--- src/sv/sha256_pkg.sv ---
// SHA-256 package: payload structs, round constants, helper functions.
// No dependencies; used by every module of sha256_stream_hasher.
`timescale 1ns / 1ps
package sha256_pkg;

	typedef struct packed {
		logic [7:0] msg_byte;
		logic       byte_present;
		logic       end_of_message;
	} in_item_t;

	typedef struct packed {
		logic [31:0] digest_word;
		logic [2:0]  word_index;
		logic        digest_last;
	} out_item_t;

	localparam int unsigned QueueDepthDefault = 4;

	typedef enum logic [2:0] {
		ST_IDLE,
		ST_BYTE,
		ST_PAD,
		ST_COMP,
		ST_EMIT
	} back_state_t;

	localparam logic [31:0] H_INIT [8] = '{
		32'h6a09e667, 32'hbb67ae85, 32'h3c6ef372, 32'ha54ff53a,
		32'h510e527f, 32'h9b05688c, 32'h1f83d9ab, 32'h5be0cd19
	};

	localparam logic [31:0] ROUND_K [64] = '{
		32'h428a2f98, 32'h71374491, 32'hb5c0fbcf, 32'he9b5dba5,
		32'h3956c25b, 32'h59f111f1, 32'h923f82a4, 32'hab1c5ed5,
		32'hd807aa98, 32'h12835b01, 32'h243185be, 32'h550c7dc3,
		32'h72be5d74, 32'h80deb1fe, 32'h9bdc06a7, 32'hc19bf174,
		32'he49b69c1, 32'hefbe4786, 32'h0fc19dc6, 32'h240ca1cc,
		32'h2de92c6f, 32'h4a7484aa, 32'h5cb0a9dc, 32'h76f988da,
		32'h983e5152, 32'ha831c66d, 32'hb00327c8, 32'hbf597fc7,
		32'hc6e00bf3, 32'hd5a79147, 32'h06ca6351, 32'h14292967,
		32'h27b70a85, 32'h2e1b2138, 32'h4d2c6dfc, 32'h53380d13,
		32'h650a7354, 32'h766a0abb, 32'h81c2c92e, 32'h92722c85,
		32'ha2bfe8a1, 32'ha81a664b, 32'hc24b8b70, 32'hc76c51a3,
		32'hd192e819, 32'hd6990624, 32'hf40e3585, 32'h106aa070,
		32'h19a4c116, 32'h1e376c08, 32'h2748774c, 32'h34b0bcb5,
		32'h391c0cb3, 32'h4ed8aa4a, 32'h5b9cca4f, 32'h682e6ff3,
		32'h748f82ee, 32'h78a5636f, 32'h84c87814, 32'h8cc70208,
		32'h90befffa, 32'ha4506ceb, 32'hbef9a3f7, 32'hc67178f2
	};

	localparam logic [7:0] PAD_BYTE   = 8'h80;
	localparam logic [5:0] LEN_OFFSET = 6'd56;

	function automatic logic [31:0] ror32(input logic [31:0] x, input int unsigned n);
		ror32 = (x >> n) | (x << (32 - n));
	endfunction

	function automatic logic [31:0] small_sig0(input logic [31:0] x);
		small_sig0 = ror32(x, 7) ^ ror32(x, 18) ^ (x >> 3);
	endfunction

	function automatic logic [31:0] small_sig1(input logic [31:0] x);
		small_sig1 = ror32(x, 17) ^ ror32(x, 19) ^ (x >> 10);
	endfunction

	function automatic logic [31:0] big_sig0(input logic [31:0] x);
		big_sig0 = ror32(x, 2) ^ ror32(x, 13) ^ ror32(x, 22);
	endfunction

	function automatic logic [31:0] big_sig1(input logic [31:0] x);
		big_sig1 = ror32(x, 6) ^ ror32(x, 11) ^ ror32(x, 25);
	endfunction

endpackage

--- src/sv/sha256_queue.sv ---
// Small FIFO between the input front and the hashing back end.
// Depends on sha256_pkg for the item struct.
`timescale 1ns / 1ps
module sha256_queue #(
	parameter int unsigned DEPTH = sha256_pkg::QueueDepthDefault
) (
	input  logic                 clk,
	input  logic                 arst_n,
	input  logic                 wr_valid,
	output logic                 wr_ready,
	input  sha256_pkg::in_item_t wr_item,
	output logic                 rd_valid,
	input  logic                 rd_ready,
	output sha256_pkg::in_item_t rd_item
);
	import sha256_pkg::*;

	localparam int unsigned AW = (DEPTH > 1) ? $clog2(DEPTH) : 1;

	in_item_t          mem_q [DEPTH];
	logic [AW-1:0]     wr_ptr_q;
	logic [AW-1:0]     rd_ptr_q;
	logic [AW:0]       count_q;
	logic              push;
	logic              pop;

	assign wr_ready = (count_q != (AW+1)'(DEPTH));
	assign rd_valid = (count_q != '0);
	assign rd_item  = mem_q[rd_ptr_q];
	assign push     = wr_valid && wr_ready;
	assign pop      = rd_valid && rd_ready;

	always_ff @(posedge clk) begin
		if (push) begin
			mem_q[wr_ptr_q] <= wr_item;
		end
	end

	always_ff @(posedge clk or negedge arst_n) begin
		if (!arst_n) begin
			wr_ptr_q <= '0;
			rd_ptr_q <= '0;
			count_q  <= '0;
		end else begin
			if (push) begin
				wr_ptr_q <= (wr_ptr_q == AW'(DEPTH - 1)) ? '0 : wr_ptr_q + 1'b1;
			end
			if (pop) begin
				rd_ptr_q <= (rd_ptr_q == AW'(DEPTH - 1)) ? '0 : rd_ptr_q + 1'b1;
			end
			count_q <= count_q + (AW+1)'(push) - (AW+1)'(pop);
		end
	end

	a_count_bound: assert property (@(posedge clk) disable iff (!arst_n)
		count_q <= (AW+1)'(DEPTH))
		else $error("queue count above depth");
	a_no_pop_empty: assert property (@(posedge clk) disable iff (!arst_n)
		(count_q == '0) |-> !pop)
		else $error("pop from empty queue");
	a_count_step: assert property (@(posedge clk) disable iff (!arst_n)
		(push && !pop) |=> (count_q == $past(count_q) + 1'b1))
		else $error("count did not advance on push");

endmodule

--- src/sv/sha256_core.sv ---
// Back end: packs bytes, pads, runs the 64-round compression one round a
// cycle, and emits the eight digest words. Depends on sha256_pkg.
`timescale 1ns / 1ps
module sha256_core (
	input  logic                  clk,
	input  logic                  arst_n,
	input  logic                  item_valid,
	output logic                  item_ready,
	input  sha256_pkg::in_item_t  item,
	output logic                  res_valid,
	input  logic                  res_ready,
	output sha256_pkg::out_item_t res
);
	import sha256_pkg::*;

	back_state_t  state_q, state_d;
	logic [31:0]  hash_q [8];
	logic [31:0]  w_q    [16];
	logic [31:0]  v_q    [8];
	logic [5:0]   fill_q;
	logic [63:0]  bits_q;
	logic [5:0]   round_q;
	logic         eom_q;     // finish after current work
	logic         last_q;    // compression under way is the final one
	logic [2:0]   widx_q;

	// Round datapath
	logic [31:0] wt, t1, t2, w_new;
	assign wt    = w_q[0];
	assign t1    = v_q[7] + big_sig1(v_q[4]) + ((v_q[4] & v_q[5]) ^ (~v_q[4] & v_q[6]))
		+ ROUND_K[round_q] + wt;
	assign t2    = big_sig0(v_q[0]) + ((v_q[0] & v_q[1]) ^ (v_q[0] & v_q[2])
		^ (v_q[1] & v_q[2]));
	assign w_new = w_q[0] + small_sig0(w_q[1]) + w_q[9] + small_sig1(w_q[14]);

	// Byte written this cycle in ST_BYTE / ST_PAD
	logic [7:0]  wbyte;
	logic        wr_en;
	logic        go_comp;
	logic        pad_len;   // pad state writes length and compresses

	assign item_ready = (state_q == ST_IDLE);
	assign res_valid  = (state_q == ST_EMIT);
	assign res.digest_word = hash_q[widx_q];
	assign res.word_index  = widx_q;
	assign res.digest_last = (widx_q == 3'd7);

	always_comb begin
		state_d = state_q;
		case (state_q)
			ST_IDLE: begin
				if (item_valid) begin
					state_d = item.byte_present ? ST_BYTE : (item.end_of_message ? ST_PAD : ST_IDLE);
				end
			end
			ST_BYTE: begin
				if (fill_q == 6'd63) begin
					state_d = ST_COMP;
				end else begin
					state_d = eom_q ? ST_PAD : ST_IDLE;
				end
			end
			ST_PAD: begin
				if (pad_len || fill_q == 6'd63) begin
					state_d = ST_COMP;
				end
			end
			ST_COMP: begin
				if (round_q == 6'd63) begin
					state_d = last_q ? ST_EMIT : (eom_q ? ST_PAD : ST_IDLE);
				end
			end
			ST_EMIT: begin
				if (res_ready && widx_q == 3'd7) begin
					state_d = ST_IDLE;
				end
			end
			default: state_d = ST_IDLE;
		endcase
	end

	// pad_q marks that the 0x80 byte is already placed
	logic pad_q;
	always_comb begin
		wbyte   = '0;
		wr_en   = 1'b0;
		pad_len = 1'b0;
		go_comp = 1'b0;
		case (state_q)
			ST_BYTE: begin
				wbyte = item.msg_byte;
				wr_en = 1'b1;
				go_comp = (fill_q == 6'd63);
			end
			ST_PAD: begin
				wbyte   = pad_q ? 8'h00 : PAD_BYTE;
				pad_len = pad_q && (fill_q == LEN_OFFSET);
				wr_en   = !pad_len;
				go_comp = pad_len || (fill_q == 6'd63);
			end
			default: ;
		endcase
	end

	// Byte staged in ST_BYTE: hold item byte in a register
	logic [7:0] byte_q;

	always_ff @(posedge clk) begin
		if (state_q == ST_IDLE && item_valid) begin
			byte_q <= item.msg_byte;
		end
		if (wr_en) begin
			case (fill_q[1:0])
				2'd0: w_q[fill_q[5:2]][31:24] <= (state_q == ST_BYTE) ? byte_q : wbyte;
				2'd1: w_q[fill_q[5:2]][23:16] <= (state_q == ST_BYTE) ? byte_q : wbyte;
				2'd2: w_q[fill_q[5:2]][15:8]  <= (state_q == ST_BYTE) ? byte_q : wbyte;
				default: w_q[fill_q[5:2]][7:0] <= (state_q == ST_BYTE) ? byte_q : wbyte;
			endcase
		end
		if (pad_len) begin
			w_q[14] <= bits_q[63:32];
			w_q[15] <= bits_q[31:0];
		end
		if (go_comp) begin
			for (int i = 0; i < 8; i++) begin
				v_q[i] <= hash_q[i];
			end
		end
		if (state_q == ST_COMP) begin
			for (int i = 0; i < 15; i++) begin
				w_q[i] <= w_q[i+1];
			end
			w_q[15] <= w_new;
			v_q[7] <= v_q[6];
			v_q[6] <= v_q[5];
			v_q[5] <= v_q[4];
			v_q[4] <= v_q[3] + t1;
			v_q[3] <= v_q[2];
			v_q[2] <= v_q[1];
			v_q[1] <= v_q[0];
			v_q[0] <= t1 + t2;
		end
	end

	always_ff @(posedge clk or negedge arst_n) begin
		if (!arst_n) begin
			state_q <= ST_IDLE;
			fill_q  <= '0;
			bits_q  <= '0;
			round_q <= '0;
			eom_q   <= 1'b0;
			last_q  <= 1'b0;
			pad_q   <= 1'b0;
			widx_q  <= '0;
			for (int i = 0; i < 8; i++) begin
				hash_q[i] <= H_INIT[i];
			end
		end else begin
			state_q <= state_d;
			if (state_q == ST_IDLE && item_valid) begin
				eom_q <= item.end_of_message;
			end
			if (state_q == ST_BYTE) begin
				bits_q <= bits_q + 64'd8;
			end
			if (wr_en) begin
				fill_q <= fill_q + 1'b1;
				if (state_q == ST_PAD) begin
					pad_q <= 1'b1;
				end
			end
			if (pad_len) begin
				fill_q <= '0;
				last_q <= 1'b1;
			end
			if (go_comp) begin
				round_q <= '0;
			end else if (state_q == ST_COMP) begin
				round_q <= round_q + 1'b1;
				if (round_q == 6'd63) begin
					hash_q[0] <= hash_q[0] + t1 + t2;
					hash_q[1] <= hash_q[1] + v_q[0];
					hash_q[2] <= hash_q[2] + v_q[1];
					hash_q[3] <= hash_q[3] + v_q[2];
					hash_q[4] <= hash_q[4] + v_q[3] + t1;
					hash_q[5] <= hash_q[5] + v_q[4];
					hash_q[6] <= hash_q[6] + v_q[5];
					hash_q[7] <= hash_q[7] + v_q[6];
				end
			end
			if (state_q == ST_EMIT && res_ready) begin
				widx_q <= widx_q + 1'b1;
				if (widx_q == 3'd7) begin
					for (int i = 0; i < 8; i++) begin
						hash_q[i] <= H_INIT[i];
					end
					fill_q <= '0;
					bits_q <= '0;
					eom_q  <= 1'b0;
					last_q <= 1'b0;
					pad_q  <= 1'b0;
				end
			end
		end
	end

	a_emit_idx: assert property (@(posedge clk) disable iff (!arst_n)
		(state_q != ST_EMIT) |-> (widx_q == 3'd0))
		else $error("word index not cleared outside emit");
	a_comp_clean: assert property (@(posedge clk) disable iff (!arst_n)
		(state_q == ST_COMP && round_q != 6'd63) |=> (state_q == ST_COMP))
		else $error("compression left early");
	a_last_pad: assert property (@(posedge clk) disable iff (!arst_n)
		last_q |-> pad_q)
		else $error("final block without pad byte");

endmodule

--- src/sv/sha256_stream_hasher.sv ---
// Top level of the SHA-256 stream hasher: input queue and hashing core.
// Depends on sha256_pkg, sha256_queue, sha256_core.
//
//   channel | direction | handshake            | payload
//   in      | input     | in_valid / in_ready  | sha256_pkg::in_item_t
//   out     | output    | out_valid / out_ready| sha256_pkg::out_item_t
//
// A plain byte passes through ST_IDLE and ST_BYTE; a byte that fills a block
// adds 64 compression rounds, one round per cycle in the shared round unit.
// End of message pads 0x80, then a zero byte per cycle up to the length field,
// runs one or two compressions, then emits eight words, one per accepted cycle.
// arst_n clears control state and loads the initial hash.
// The input queue takes items until full while the core is busy or out stalls.
`timescale 1ns / 1ps
module sha256_stream_hasher #(
	parameter int unsigned QUEUE_DEPTH = sha256_pkg::QueueDepthDefault
) (
	input  logic                  clk,
	input  logic                  arst_n,
	input  logic                  in_valid,
	output logic                  in_ready,
	input  sha256_pkg::in_item_t  in_item,
	output logic                  out_valid,
	input  logic                  out_ready,
	output sha256_pkg::out_item_t out_item
);
	import sha256_pkg::*;

	logic     q_valid;
	logic     q_ready;
	in_item_t q_item;

	// Front: buffer incoming transactions.
	sha256_queue #(.DEPTH(QUEUE_DEPTH)) u_queue (
		.clk      (clk),
		.arst_n   (arst_n),
		.wr_valid (in_valid),
		.wr_ready (in_ready),
		.wr_item  (in_item),
		.rd_valid (q_valid),
		.rd_ready (q_ready),
		.rd_item  (q_item)
	);

	// Back: pack, pad, compress, emit.
	sha256_core u_core (
		.clk        (clk),
		.arst_n     (arst_n),
		.item_valid (q_valid),
		.item_ready (q_ready),
		.item       (q_item),
		.res_valid  (out_valid),
		.res_ready  (out_ready),
		.res        (out_item)
	);

	a_out_hold: assert property (@(posedge clk) disable iff (!arst_n)
		(out_valid && !out_ready) |=> out_valid)
		else $error("out transaction dropped");
	a_last_idx: assert property (@(posedge clk) disable iff (!arst_n)
		(out_valid && out_item.digest_last) |-> (out_item.word_index == 3'd7))
		else $error("last flag off word seven");
	a_in_hold: assert property (@(posedge clk) disable iff (!arst_n)
		(in_valid && !in_ready) |=> in_valid)
		else $error("in transaction dropped");

endmodule
--- config.mk ---
export PLATFORM = sky130hd
export DESIGN_NAME = sha256_stream_hasher
export DESIGN_NICKNAME = d
export VERILOG_FILES = /design/src/sv/sha256_pkg.sv /design/src/sv/sha256_queue.sv /design/src/sv/sha256_core.sv /design/src/sv/sha256_stream_hasher.sv
export SDC_FILE = /design/constraint.sdc
export NUM_CORES = 2
export LEC_CHECK = 0
export ABC_AREA = 0
export BUFFER_PORTS_ARGS = -buffer_cell sky130_fd_sc_hd__buf_2
export CAP_MARGIN = 20
export CORE_MARGIN = 10
export CORE_UTILIZATION = 35
export DETAILED_ROUTE_END_ITERATION = 16
export GPL_TIMING_DRIVEN = 0
export PLACE_DENSITY = 0.49
export SLEW_MARGIN = 25
export SYNTH_ARGS = -nofsm -noshare
export SYNTH_HDL_FRONTEND = slang
export SYNTH_SLANG_ARGS = --single-unit
--- constraint.sdc ---
create_clock -name clk -period 8.2 [get_ports clk]
set_clock_uncertainty 0.1 [all_clocks]
set_input_delay 1.23 -clock clk [delete_from_list [all_inputs] [get_ports clk]]
set_output_delay 1.23 -clock clk [all_outputs]
set_load 0.02 [all_outputs]
==> metrics.csv <==
stage,metric,value,unit
outcome,status,"complete, but fails checks",
outcome,failing checks,setup timing,
sta,hold_ws,0.220,ns
synth,Synth Instances,7715,
clock_network,Root Driver,clkbuf_16,
sta,final setup margin,-0.720,ns
critical_path,"Data arrival, critical path",9.56,ns
synth,post-synthesis compound-gate area fraction,18.1,%
clock_network,buffer levels on the longest clock path,3,
final_layout,Area Overhead vs Synth,17.8,%
grt,GRT Max-Usage Layer,met1,
job,max_cap viols,0,
grt,vias in the first global route,61600,
synth,syn nets,8392,
route,Final ANT Viol Nets,0,
synth,number of distinct library cells after synthesis,99,
synth,post-synthesis adder-cell area fraction,13.2,%
synth,Synth warnings,0,
power,Comb power frac,1.2,%
critical_path,critical path's largest stage delay,0.60,ns
clock_network,H-tree depth,4,
critical_path,crit path capture type,register,
die,die area,243000,µm²
route,Post-Route WL,336000,µm
sta,fmax,112,MHz
final_layout,Layout Utilization,41.4,%
synth,post-synth top area share,31.3,%
route,Avg Vias per Cell,5.72,
power,Total Power,13.1,mW
die,I/O Pins,52,
route,Avg WL per Cell,30.1,µm
clock_network,clock latency on the worst-skew pair,0.84,ns
power,Int Pwr,10.1,mW
sta,post-route minimum period,8.92,ns
synth,mux contribution to synthesized area,3.34,%
sta,Fin. Hold Viols,0,
sta,fin crit share,109,%
power,Leak,40.2,nW
grt,grt ovf,0,
synth,Syn Std Cell Area,78200,µm²
die,# rows,173,
grt,pin count of the biggest net entering global routing,80,
final_layout,ratio of cells with drive above 1 in the final layout,15.2,%
power,Reg power frac,48.3,%
power,Sw Pwr,2.95,mW
critical_path,type of origin of the critical path,register,
placement,PortBufs,51,
grt,GRT met3 Usage,6.20,%
grt,met1 usage,38.8,%
synth,main combinational cell family by area after synthesis,compound AO/OA/AOI/OAI gates,
synth,simple-gate share of the synthesized area,11.4,%
placement,placed wire-length estimate,260000,µm
grt,met2 usage,38.8,%
final_layout,"Design Area, Final",92100,µm²
synth,"Primary FF master, synth",edfxtp_1,
placement,Final GP Congestion,0.987,
clock_network,"CTS clk-pin slew, worst paths",0.05,ns
synth,sequential fraction of the synthesis area,42.6,%
grt,gr usage total,26.6,%
route,vias,64000,
critical_path,Critical-path top delay cell,fa_2,
sta,Slew @ Worst Pin,1.19,ns
synth,Synth area leader,edfxtp_1,
critical_path,FF-to-FF Start,u_core.round_q[1]$_DFFE_PN0P_,
synth,top post-synthesis cells by count,"nand2_1 (1133), edfxtp_1 (816), a21o_1 (628)",
die,core area,222000,µm²
critical_path,CP Class,reg2reg,
clock_network,CTS tree,yes,
clock_network,total CTS buffers,145,
synth,ranking of synthesized cells by area,"edfxtp_1 (31%), ha_1 (7.0%), dfrtp_1 (6.7%), a21o_1 (6.0%), fa_1 (5.8%)",
synth,synthesized flop and latch total,1161,
sta,unrepaired setup endpoints after global routing,yes,
worst_hold_path,Worst Hold Class,in2async,
critical_path,Worst R2R Path Depth,37,
power,clock share of power,50.5,%
route,DR iter-0 viols,7253,
sta,final setup vio count,36,
route,drc violations,0,
power,P per Cell Area,142,nW/µm²
clock_network,CTS sink count,1161,
grt,initial antenna violation count,18,
critical_path,"critical path fanouts, max",5,
die,Die Ht,493,µm
sta,Final Max Slew Viols,0,
power,worst vdd ir,0.000238,V
grt,first-pass GRT wire length,469000,µm
die,Initial Util,35.2,%
critical_path,R2R Setup Slk,-0.72,ns
critical_path,Worst R2R End,u_core.hash_q[255]$_DFF_PN0_,
sta,Slew HR,20.7,%
placement,placed cell area,83000,µm²
synth,Avg Synthesized Cell Area,10.1,µm²
synth,"EDFF count, synth",816,
die,Die W,493,µm
route,Pre-Repair DR Iteration Count,6,
critical_path,Critical Path RT,8.84,ns
final_layout,nets,8761,
synth,Synth Area in XOR/XNOR,7.30,%
synth,most common cell in the netlist,nand2_1,
synth,ys async rst share,29.7,%
power,Sw Ratio,22.6,%
cells in the final DEF, fill, tap and decap left out, types with 46 or more instances in the layout:
| cell type | synthesis | routed |
|---|---|---|
| o21bai_1 | 47 | 46 |
| nor2_1 | 342 | 322 |
| ha_1 | 435 | 388 |
| buf_2 | 4 | 64 |
| o211ai_1 | 108 | 108 |
| buf_4 | 0 | 110 |
| o21ai_1 | 23 | 117 |
| nand2b_1 | 66 | 62 |
| dfstp_2 | 136 | 136 |
| xnor2_1 | 423 | 397 |
| mux4_2 | 78 | 78 |
| edfxtp_1 | 816 | 816 |
| nor2b_1 | 67 | 61 |
| a21oi_1 | 545 | 475 |
| clkbuf_2 | 0 | 87 |
| fa_1 | 228 | 224 |
| dfrtp_1 | 209 | 205 |
| nand2_1 | 1133 | 1110 |
| a21o_1 | 628 | 627 |
| a21oi_2 | 3 | 51 |
| xor2_1 | 222 | 212 |
| nor3_1 | 92 | 78 |
| o21ai_0 | 400 | 269 |
| mux2_2 | 58 | 56 |
| a31oi_1 | 56 | 48 |
| clkbuf_16 | 0 | 153 |
| nand3_1 | 133 | 129 |
| clkbuf_1 | 364 | 287 |
| o21a_1 | 62 | 60 |
| inv_1 | 413 | 397 |
state kept, by name (all words and copies together) (netlist names):
signal	count
u_core.w_q	512
u_core.hash_q	256
u_core.v_q	256
u_core.bits_q	61
u_queue.mem_q	40
u_core.byte_q	8
u_core.fill_q	6
u_core.round_q	6
u_core.state_q	3
u_core.widx_q	3
u_queue.count_q	3
u_queue.rd_ptr_q	2
u_queue.wr_ptr_q	2
u_core.eom_q	1
u_core.last_q	1
u_core.pad_q	1
cell families (layout without fill, tap and decap cells):
group	after synthesis	in the layout
other	0	9
AOI/OAI and AO/OA	2163	2163
adders and majority gates	695	695
muxes	156	156
xor gates and xnor gates	648	648
buffers and inverters	853	1342
DFF	1161	1161
and+or+nand+nor	2039	2039
how the worst max path moves through the flow:
stage	endpoint	cells past startpoint	startpoint
5_1_grt	u_core.hash_q[255]$_DFF_PN0_	37	u_core.round_q[0]$_DFFE_PN0P_
3_3_place_gp	u_core.v_q[0][3]$_DFFE_PP_	6	u_core.fill_q[2]$_DFF_PN0_
4_1_cts	u_core.hash_q[127]$_DFF_PN0_	44	u_core.round_q[0]$_DFFE_PN0P_
6_report	u_core.hash_q[255]$_DFF_PN0_	37	u_core.round_q[1]$_DFFE_PN0P_
2_1_floorplan	u_core.hash_q[255]$_DFF_PN0_	36	u_core.round_q[1]$_DFFE_PN0P_
3_5_place_dp	u_core.hash_q[255]$_DFF_PN0_	35	u_core.round_q[3]$_DFFE_PN0P_
what timing repair did:
item	4_1_cts	5_1_grt
buffers inserted	91	54
resized for setup	508	172
endpoints found under the setup margin	111	54
pin swaps	133	167
cloned	1	0
hold buffers	0	0
power by group through the flow:
stage / clock [mW] / combinational (mW) / sequential (mW)
final: 6.59 / 0.154 / 6.31
after global routing: 6.89 / 0.179 / 6.31
after CTS: 6.68 / 0.161 / 6.31
after floorplan: 0 / 0.0749 / 6.42
after detailed placement: 0 / 0.160 / 6.42
after global placement: 0 / 0.148 / 6.42
per-layer routing:
metal	vias to the layer above	wire (µm)
li1	28300	-
met1	32500	152000
met2	2820	141000
met3	492	30300
met4	4	12200
met5	-	27
worst max-delay path: cells and delay by family, from the launching register on:
family,cells,cell delay (ns)
compound gates,9,1.48
xor+xnor,1,0.19
fa+ha+maj,7,2.92
buf+inv,6,0.72
flops,1,0.43
mux,3,0.73
simple gates,11,2.26
area by class of cell:
type,instances,area [µm²]
Inverter,418,1620
Clock inverter,79,868
Clock buffer,188,3890
Tap cell,2975,3720
Buffer,431,2050
Antenna cell,9,22.5
Multi-Input combinational cell,5701,44300
Sequential cell,1161,33300
Timing Repair Buffer,226,2340
Fill cell,21600,130000
stage by stage:
step / setup TNS [ns] / setup slack, ns / instances
final: -10.14 / -0.720 / 11200
after global routing: -19.77 / -0.883 / 11200
after CTS: -3.83 / -0.617 / 11100
after detailed placement: -214.56 / -3.62 / 10800
after global placement: -2206.64 / -5.63 / 10700
after floorplan: 0 / 0.0163 / 7715
Power figures use the tool's default switching activity.
